### src/design/dmkt_pkg.sv
package dmkt_pkg;

  // Field widths of the transaction payloads
  localparam int MODE_W       = 3;
  localparam int KEY_W        = 32;
  localparam int IO_VALUE_W   = 32;
  localparam int SLOT_FIELD_W = 10;
  localparam int ENTRIES_W    = 11;

  // Default table geometry
  localparam int DEF_TABLE_DEPTH = 1024;
  localparam int DEF_VALUE_WIDTH = 32;

  // Key reduction: key bits folded into the remainder per cycle
  localparam int HASH_RADIX_BITS = 4;
  localparam int HASH_STEPS      = KEY_W / HASH_RADIX_BITS;
  localparam int HCNT_W          = $clog2(HASH_STEPS + 1);

  typedef enum logic [MODE_W-1:0] {
    OP_ADD        = 3'd0,
    OP_REMOVE     = 3'd1,
    OP_HAS_KEY    = 3'd2,
    OP_HAS_VALUE  = 3'd3,
    OP_CLEAR      = 3'd4,
    OP_SCAN_START = 3'd5,
    OP_SCAN_NEXT  = 3'd6
  } op_t;

  typedef enum logic [2:0] {
    S_INIT,
    S_IDLE,
    S_HASH,
    S_WALK,
    S_CLEAR,
    S_FINISH
  } state_t;

  typedef struct packed {
    logic [MODE_W-1:0]       mode;
    logic signed [KEY_W-1:0] key;
    logic [IO_VALUE_W-1:0]   value;
  } dmkt_req_t;

  typedef struct packed {
    logic                    ok;
    logic [IO_VALUE_W-1:0]   found_value;
    logic [SLOT_FIELD_W-1:0] slot;
    logic [ENTRIES_W-1:0]    entries;
  } dmkt_rsp_t;

  // Controller to datapath
  typedef struct packed {
    logic capture;
    logic hash;
    logic read_idx;
    logic walk;
    logic clear;
    logic finish;
  } dmkt_cmd_t;

  // Datapath to controller
  typedef struct packed {
    op_t  in_mode;
    logic in_value_nz;
    logic hash_done;
    logic walk_done;
    logic clr_done;
    logic out_free;
  } dmkt_stat_t;

endpackage

### src/design/dmkt_ctrl.sv
module dmkt_ctrl (
  input  logic                 clk,
  input  logic                 rst,
  input  logic                 in_valid,
  output logic                 in_ready,
  input  dmkt_pkg::dmkt_stat_t stat,
  output dmkt_pkg::dmkt_cmd_t  cmd
);
  import dmkt_pkg::*;

  state_t state;
  state_t state_next;

  // State register; reset starts the clearing pass
  always_ff @(posedge clk) begin
    if (rst) begin
      state <= S_INIT;
    end else begin
      state <= state_next;
    end
  end

  // Next state
  always_comb begin
    state_next = state;
    unique case (state)
      S_INIT: begin
        if (stat.clr_done) state_next = S_IDLE;
      end
      S_IDLE: begin
        if (in_valid) begin
          unique case (stat.in_mode) inside
            OP_ADD, OP_REMOVE, OP_HAS_KEY: state_next = S_HASH;
            OP_HAS_VALUE: state_next = stat.in_value_nz ? S_WALK : S_FINISH;
            OP_CLEAR:     state_next = S_CLEAR;
            OP_SCAN_NEXT: state_next = S_WALK;
            default:      state_next = S_FINISH;
          endcase
        end
      end
      S_HASH: begin
        if (stat.hash_done) state_next = S_FINISH;
      end
      S_WALK: begin
        if (stat.walk_done) state_next = S_FINISH;
      end
      S_CLEAR: begin
        if (stat.clr_done) state_next = S_FINISH;
      end
      S_FINISH: begin
        if (stat.out_free) state_next = S_IDLE;
      end
      default: state_next = S_INIT;
    endcase
  end

  // Commands
  always_comb begin
    in_ready     = 1'b0;
    cmd          = '0;
    unique case (state)
      S_INIT: begin
        cmd.clear = !stat.clr_done;
      end
      S_IDLE: begin
        in_ready    = 1'b1;
        cmd.capture = in_valid;
      end
      S_HASH: begin
        cmd.hash     = !stat.hash_done;
        cmd.read_idx = stat.hash_done;
      end
      S_WALK: begin
        cmd.walk = !stat.walk_done;
      end
      S_CLEAR: begin
        cmd.clear = !stat.clr_done;
      end
      S_FINISH: begin
        cmd.finish = stat.out_free;
      end
      default: begin
        cmd = '0;
      end
    endcase
  end

`ifndef ASSERT_OFF
  // A result is never written over one that is still waiting
  a_finish_free: assert property (@(posedge clk) disable iff (rst)
    cmd.finish |-> stat.out_free)
    else $error("result written while output register busy");

  // Walking and clearing never share the memory ports
  a_walk_clear: assert property (@(posedge clk) disable iff (rst)
    cmd.clear |-> !cmd.walk && !cmd.read_idx && !cmd.finish)
    else $error("clear overlaps another memory access");

  // Capture only on an accepted transaction
  a_capture_accept: assert property (@(posedge clk) disable iff (rst)
    cmd.capture |-> (in_valid && in_ready))
    else $error("capture without an accepted transaction");
`endif

endmodule

### config.mk
export PLATFORM = sky130hd
export DESIGN_NAME = dmkt_ctrl
export DESIGN_NICKNAME = d
export VERILOG_FILES = /design/src/design/dmkt_pkg.sv /design/src/design/dmkt_ctrl.sv
export SDC_FILE = /design/constraint.sdc
export NUM_CORES = 1
export LEC_CHECK = 0
export BUFFER_PORTS_ARGS = -buffer_cell sky130_fd_sc_hd__buf_2
export CAP_MARGIN = 30
export CORE_AREA = 2 2 39 41
export DETAILED_ROUTE_END_ITERATION = 6
export DIE_AREA = 0 0 41 43
export PLACE_DENSITY_LB_ADDON = 0.1
export SETUP_SLACK_MARGIN = 0.1
export SYNTH_ARGS = -nofsm -noshare
export SYNTH_HDL_FRONTEND = slang
export SYNTH_SLANG_ARGS = --single-unit
export TNS_END_PERCENT = 30
### constraint.sdc
create_clock -name clk -period 1.65 [get_ports clk]
set_input_delay 0.0825 -clock clk [delete_from_list [all_inputs] [get_ports clk]]
set_output_delay 0.0825 -clock clk [all_outputs]
set_load 0.01 [all_outputs]
# Word-level counts from Yosys, hierarchy flattened
# Cells that the tools add are included.
# classes
n_eq_ne	16
mux	15
n_reduce_logical	8
# ops
operator	n
two-way mux 3 bit	7
one-hot mux 3 bit (6 select lines)	1
== test 3 x 2 -> 1 bit, second input constant	4
== test 3 bit, second input constant	4
inequality test 2 bit, second input constant	6
one-hot mux 3 bit (4 select lines)	1
== test 3 x 1 -> 1 bit, second input constant	2
zero test 3 bit	2
AND reduction 6 bit	1
two-way mux 1 bit	5
zero test 1 bit	3
OR reduction 3 bit	1
two-way mux 2 bit	1
OR reduction 2 bit	1
# totals
regBits	3
input_bits	11
output_inout_bits	7
word_cells	40

# Depth between registers and ports, before layout
# Gate-level depths: netlist (run 1).
# depth
word_depth	5
depth_mapped	5
mapped_depth_nobuf	4

# Worst setup path after synthesis (run 1)
# Ideal clock, no wire load.
# synth_path
kind	reg2reg
start	register state[1]
end	register state[2]
setup_time_ns	0.116
t_arrival_ns	1.262
required_time_ns	1.534
slack_ns	0.272
stages_incl_launch_ff	5
n_path_buf	1
period_less_slack_ns	1.378
path_cell_list	dfxtp_1 -> buf_4 -> nor3_1 -> nor4b_4 -> a31o_1
# synth_between
elab_chain_cells	3
elab_cells_between_ends	14
classes_between	eq/ne: 11; mux: 1; reduce/logical: 2
# synth_lines
item	line_no	source
start: declaration	dmkt_ctrl.sv:11	state_t state;
start signal: assignment	dmkt_ctrl.sv:19	state <= state_next;
== test 3 x 2 -> 1 bit, or another cell as far along	dmkt_ctrl.sv:26	unique case (state)
inequality test 2 bit (no line)	--	
AND reduction 6 bit (no line)	--	
# Parallel ways exist; a longest one is shown, timed or not.
# A chain may end at the register's enable or synchronous reset.

==> results.json, run 1 <==
{
  "status": "complete, no violations",
  "grt_util_all_layers": 0.110,
  "cts_tree": "built",
  "synth_seq_area_share": 0.185,
  "synth.ff_latch_count": 3,
  "ys_async_sr_fraction": 0,
  "setup_tns_ps": 0,
  "area_growth_pct": 35.0,
  "floorplan.die_area_um2": 1760,
  "post_synth_main_area_contributors": "dfxtp_1 18%, nor4b_4 7.3%, mux2i_1 6.2%",
  "worst-path-max-fanout": 11,
  "cts_max_path_buffers": 2,
  "core-area_um2": 1380,
  "post_route_ant_nets": 0,
  "start_util": 0.235,
  "avgViaCountPerCell": 4.59,
  "synthDistinctLibCells": 27,
  "synth_top_area_frac": 0.185,
  "rsz_0062_raised_after_global_routing": "true",
  "yosys_warning_count": 0,
  "clock_skew_ps": 0.125,
  "holdCritStartpoint": "rst",
  "routed_wirelength_um": 737,
  "internal-power_mw": 0.335,
  "synth_enable_flop_cells": 0,
  "cts_sink_cnt": 3,
  "smallest_setup_slack_after_layout_ps": 163,
  "antenna_violations_before_repair": 0,
  "root_buffer": "clkbuf_4",
  "synth_commonest_cells": "3 x dfxtp_1, 3 x inv_1",
  "number_of_max_cap_violations": 0,
  "max_clock_freq_mhz": 673,
  "io_pins": 18,
  "final_period_minus_worst_setup_slack_ps": 1490,
  "final_cell_count_no_fill": 69,
  "r2r-end": "state[1]$_SDFFE_PP0P_",
  "globalRoute.totalOverflow": 0,
  "die_height_um": 43,
  "max_slew_headroom_at_the_worst_pin": 0.727,
  "cts_made_buffers": 3,
  "timing.critical_path.to_type": "output port",
  "grt_pass1_vias": 311,
  "synth_top_flop_cell": "dfxtp_1",
  "r2r-start": "state[1]$_SDFFE_PP0P_",
  "critical_path_arrival_ps": 1400,
  "post-place-ws_ps": 210,
  "mappedNetlistArea_um2": 325,
  "share_comb_of_total_power": 0.479,
  "path_class": "reg2out",
  "syn_area_per_cell_um2": 9.29,
  "final_weighted_congestion_in_routability_driven_placement": 0.752,
  "synth_nets": 46,
  "worst_skew_pair.late_latency_ps": 230,
  "cp-endpoint": "cmd[5]",
  "layout_worst_path_cycle_share": 0.901,
  "global_route_wire_length_before_repair_mm": 1.32,
  "hold_class": "in2reg",
  "io_buffer_count": 17,
  "crit_start": "state[1]$_SDFFE_PP0P_",
  "floorplan.rows": 14,
  "routedWlPerCell_um": 10.7,
  "setup.reg_to_reg.worst_slack_ps": 240,
  "grt_start_max_net_pins": 12,
  "route.vias.total": 317,
  "final_core_util": 0.317,
  "worst_ir_drop_vdd_uv": 342,
  "remaining_drcs": 0,
  "finalMaxSlewViolations": 0,
  "dp.cells": 65,
  "power.density_nw_per_um2": 1220,
  "sequentialPowerShare": 0.291,
  "p_sw_mw": 0.202,
  "reg2regPathDepth": 4,
  "hold_violations": 0,
  "leakage_power_of_the_design_nw": 0.217,
  "die_span_x_um": 41,
  "drt_pre_antenna_iters": 4,
  "cts-htree-levels": 1,
  "detailedPlacementHpwl_um": 592,
  "synth.largest_area_cell": "dfxtp_1",
  "antenna_cells_inserted": 0,
  "worstPathRequired_ps": 1570,
  "finalNetCount": 65,
  "clk_transition_reported_paths_ps": 30,
  "setup.worst_path.start_class": "flip-flop",
  "syn_inst": 35,
  "largest-register": "state",
  "post_route_cells_drive_above_1_share": 0.566,
  "p_clk_frac": 0.230,
  "netSwitchingFraction": 0.376,
  "dr.first_iter.drc_count": 3,
  "layout_top_registers": "state: 3 flops",
  "largest_reg_flops": 3,
  "tightest_slew_ps": 399,
  "final_setup_violating_endpoints": 0
}
[worst min path at each step]
| stage | to | cells past startpoint |
|---|---|---|
| 3_3_place_gp | cmd[1] | 3 |
| 4_1_cts | state[0]$_SDFFE_PP0P_ | 3 |
| 5_1_grt | state[0]$_SDFFE_PP0P_ | 3 |
| 6_report | state[0]$_SDFFE_PP0P_ | 3 |
| 2_1_floorplan | cmd[4] | 1 |
| 3_5_place_dp | state[0]$_SDFFE_PP0P_ | 3 |
[power groups by stage]
stage / sequential (mW) / combinational [mW] / clock (mW)
floorplan: 0.104 / 0.264 / 0
global placement: 0.151 / 0.260 / 0
detailed placement: 0.154 / 0.261 / 0
CTS: 0.155 / 0.261 / 0.129
global route: 0.164 / 0.286 / 0.138
finish: 0.156 / 0.258 / 0.123
[cell type report]
cell class	instances	area (um2)
clock buffer	4	26.3
fill	158	945
sequential	3	61.3
tap	16	20.0
multi-input combinational	26	235
timing repair buffer	17	85.1
inverter	3	11.3
[cells in the final DEF (no fill, tap or decap), types with 2 or more instances in the layout]
master	instances
o21ai_0	2
dfxtp_1	2
clkbuf_4	3
inv_1	3
nand2b_1	2
buf_2	17
mux2i_1	2
[layer usage]
metal  wire, um  part of all wire  vias to the layer above  track usage
met5          0                 0                        -            0
met4         14             0.019                        0       0.0800
met1        319              0.43                      142        0.141
met3         48             0.065                        2       0.0157
li1           -                 -                      163            -
met2        353              0.48                       10        0.159
[worst max-delay path, stage by stage (launching register included)]
cell	delay, ps
dfxtp_1	400
or3b_4	470
inv_1	80
and2_1	120
buf_2	120
[through the flow]
stage / hold slack, ps / cell area, um2 / power, mW
final: 200 / 439 / 0.537
after global placement: 442 / 407 / 0.411
after floorplan: 214 / 325 / 0.369
after global routing: 213 / 439 / 0.588
after CTS: 192 / 434 / 0.545
after detailed placement: 439 / 407 / 0.414
[logic make-up after synthesis]
family                   Yosys count  share of synthesized area
buffers and inverters              6                      0.108
flip-flops                         3                      0.185
AND/OR/NAND/NOR                   15                      0.438
multiplexers                       2                     0.0615
AO/OA/AOI/OAI                      8                      0.177
adder cells (fa/ha/maj)            1                     0.0308
[timing repair]
action	CTS	global route
hold buffers	0	0
setup buffers	0	0
setup endpoints to repair	1	4
gates resized for setup	1	1
(Power assumes the default switching activity.)
==> run 2, diff against run 1 <==
--- a/constraint.sdc
+++ b/constraint.sdc
@@ -3,2 +3,2 @@
 set_output_delay 0.0825 -clock clk [all_outputs]
-set_load 0.01 [all_outputs]
+set_load 0.05 [all_outputs]
==> run 2 against run 1 <==
Maximum frequency decreased by 0.47%. Count of clock-buffer cells in the layout did not move. Highest routed layer is now met3. Combinational power up 71%. Sequential cell count did not move. Sequential share of layout area shrank 0.91 points. Non-clock buffer count up 1. Cell area increased by 9.1%. Critical endpoint unchanged. Clock skew increased by 0.92 ps.
==> results.json, run 2 (synthesized netlist as in run 1, its figures left out) <==
{
  "remaining_drcs": 0,
  "io_buffer_count": 17,
  "crit_start": "state[2]$_SDFFE_PP0P_",
  "worst_skew_pair.late_latency_ps": 230,
  "hold_class": "in2reg",
  "finalMaxSlewViolations": 0,
  "fillCellCount": 160,
  "antenna_violations_before_repair": 0,
  "die_span_x_um": 41,
  "final_setup_violating_endpoints": 0,
  "r2r-start": "state[2]$_SDFFE_PP0P_",
  "largest-register": "state",
  "timing.critical_path.to_type": "output port",
  "clk_transition_reported_paths_ps": 40,
  "layout_top_registers": "state: 3 flops",
  "area_growth_pct": 47.3,
  "grt_pass1_vias": 308,
  "avgViaCountPerCell": 4.64,
  "p_clk_frac": 0.178,
  "final_weighted_congestion_in_routability_driven_placement": 0.693,
  "hold_violations": 0,
  "sequentialPowerShare": 0.198,
  "finalNetCount": 66,
  "netSwitchingFraction": 0.472,
  "cts_tree": "built",
  "grt_start_max_net_pins": 12,
  "r2r-end": "state[2]$_SDFFE_PP0P_",
  "path_class": "reg2out",
  "cts-htree-levels": 1,
  "share_comb_of_total_power": 0.623,
  "final_cell_count_no_fill": 70,
  "power.density_nw_per_um2": 1480,
  "dp.cells": 66,
  "start_util": 0.235,
  "largest_reg_flops": 3,
  "mostFrequentLayoutCells": "16 x buf_2, 3 x clkbuf_4",
  "setup_tns_ps": 0,
  "worstPathRequired_ps": 1570,
  "cts_max_path_buffers": 2,
  "cts_sink_cnt": 3,
  "final_period_minus_worst_setup_slack_ps": 1490,
  "setup.worst_path.start_class": "flip-flop",
  "leakage_power_of_the_design_nw": 0.220,
  "core-area_um2": 1380,
  "cp-endpoint": "cmd[5]",
  "worst-path-max-fanout": 9,
  "fin_worst_hold_slack_ps": 190,
  "setup.reg_to_reg.worst_slack_ps": 330,
  "internal-power_mw": 0.374,
  "status": "complete, no violations",
  "layout_worst_path_cycle_share": 0.905,
  "global_route_wire_length_before_repair_mm": 1.19,
  "p_sw_mw": 0.334,
  "floorplan.rows": 14,
  "critical_path_arrival_ps": 1410,
  "dr.first_iter.drc_count": 4,
  "detailedPlacementHpwl_um": 616,
  "post_route_cells_drive_above_1_share": 0.648,
  "root_buffer": "clkbuf_4",
  "worst_ir_drop_vdd_uv": 542,
  "grt_util_all_layers": 0.101,
  "route.vias.total": 325,
  "globalRoute.totalOverflow": 0,
  "routedWlPerCell_um": 10.6,
  "antenna_cells_inserted": 0,
  "floorplan.die_area_um2": 1760,
  "tightest_slew_ps": 358,
  "max_slew_headroom_at_the_worst_pin": 0.755,
  "routed_wirelength_um": 744,
  "post-cts-setup-buffer-count": 0,
  "die_height_um": 43,
  "rsz_0062_raised_after_global_routing": "true",
  "io_pins": 18,
  "post_route_ant_nets": 0,
  "clock_skew_ps": 1.05,
  "postCtsHoldBufs": 0,
  "reg2regPathDepth": 4,
  "drt_pre_antenna_iters": 2,
  "number_of_max_cap_violations": 0,
  "cts_made_buffers": 3,
  "max_clock_freq_mhz": 670,
  "mostFrequentLayoutCell": "buf_2"
}
-- run 2: final cells by class --
cell class	count	area, um2	area share
Sequential cell	3	62.6	0.131
Clock buffer	4	26.3	0.0548
Inverter	3	15.0	0.0313
Multi-Input combinational cell	26	256	0.535
Tap cell	16	20.0	0.0418
Timing Repair Buffer	18	98.8	0.206
-- run 2: worst min-delay path by stage --
stage | slack, ps | start | endpoint | depth (start not counted)
after detailed placement | 420 | rst | state[0]$_SDFFE_PP0P_ | 3
after floorplan | 230 | stat[1] | cmd[1] | 1
after global placement | 430 | rst | state[0]$_SDFFE_PP0P_ | 3
after global routing | 210 | rst | state[0]$_SDFFE_PP0P_ | 3
after CTS | 190 | rst | state[0]$_SDFFE_PP0P_ | 3
final | 190 | rst | state[0]$_SDFFE_PP0P_ | 3
-- run 2: power groups by stage --
| stage | Combinational (mW) | Sequential [mW] | Clock, mW |
|---|---|---|---|
| 2_1_floorplan | 0.408 | 0.104 | 0 |
| 3_3_place_gp | 0.432 | 0.137 | 0 |
| 3_5_place_dp | 0.433 | 0.138 | 0 |
| 4_1_cts | 0.439 | 0.140 | 0.136 |
| 5_1_grt | 0.473 | 0.146 | 0.144 |
| 6_report | 0.441 | 0.140 | 0.126 |
-- run 2: repair_timing --
item | in CTS | in global routing
gates resized for setup | 3 | 2
setup endpoints to repair | 3 | 2
pin swaps | 0 | 1
gates cloned | 0 | 0
-- run 2: critical path: stages, from the launching register on --
cell and delay (ps):
dfxtp_2 360, or3b_4 450, clkinvlp_4 80, and2_2 130, buf_6 150
-- run 2: metrics by stage --
stage	area (um2)	setup slack, ps	power, mW	util
floorplan	350	18.6	0.512	-
global placement	439	232	0.569	0.317
detailed placement	439	202	0.571	0.317
CTS	470	103	0.715	0.340
global route	479	97.9	0.763	0.346
finish	479	156	0.708	0.346
-- run 2: routing by layer --
metal | track usage | wire length [um] | up-vias
met5 | 0 | 0 | -
met3 | 0.0471 | 79 | 0
met2 | 0.150 | 352 | 11
li1 | - | - | 168
met4 | 0.0600 | 0 | 0
met1 | 0.113 | 312 | 146
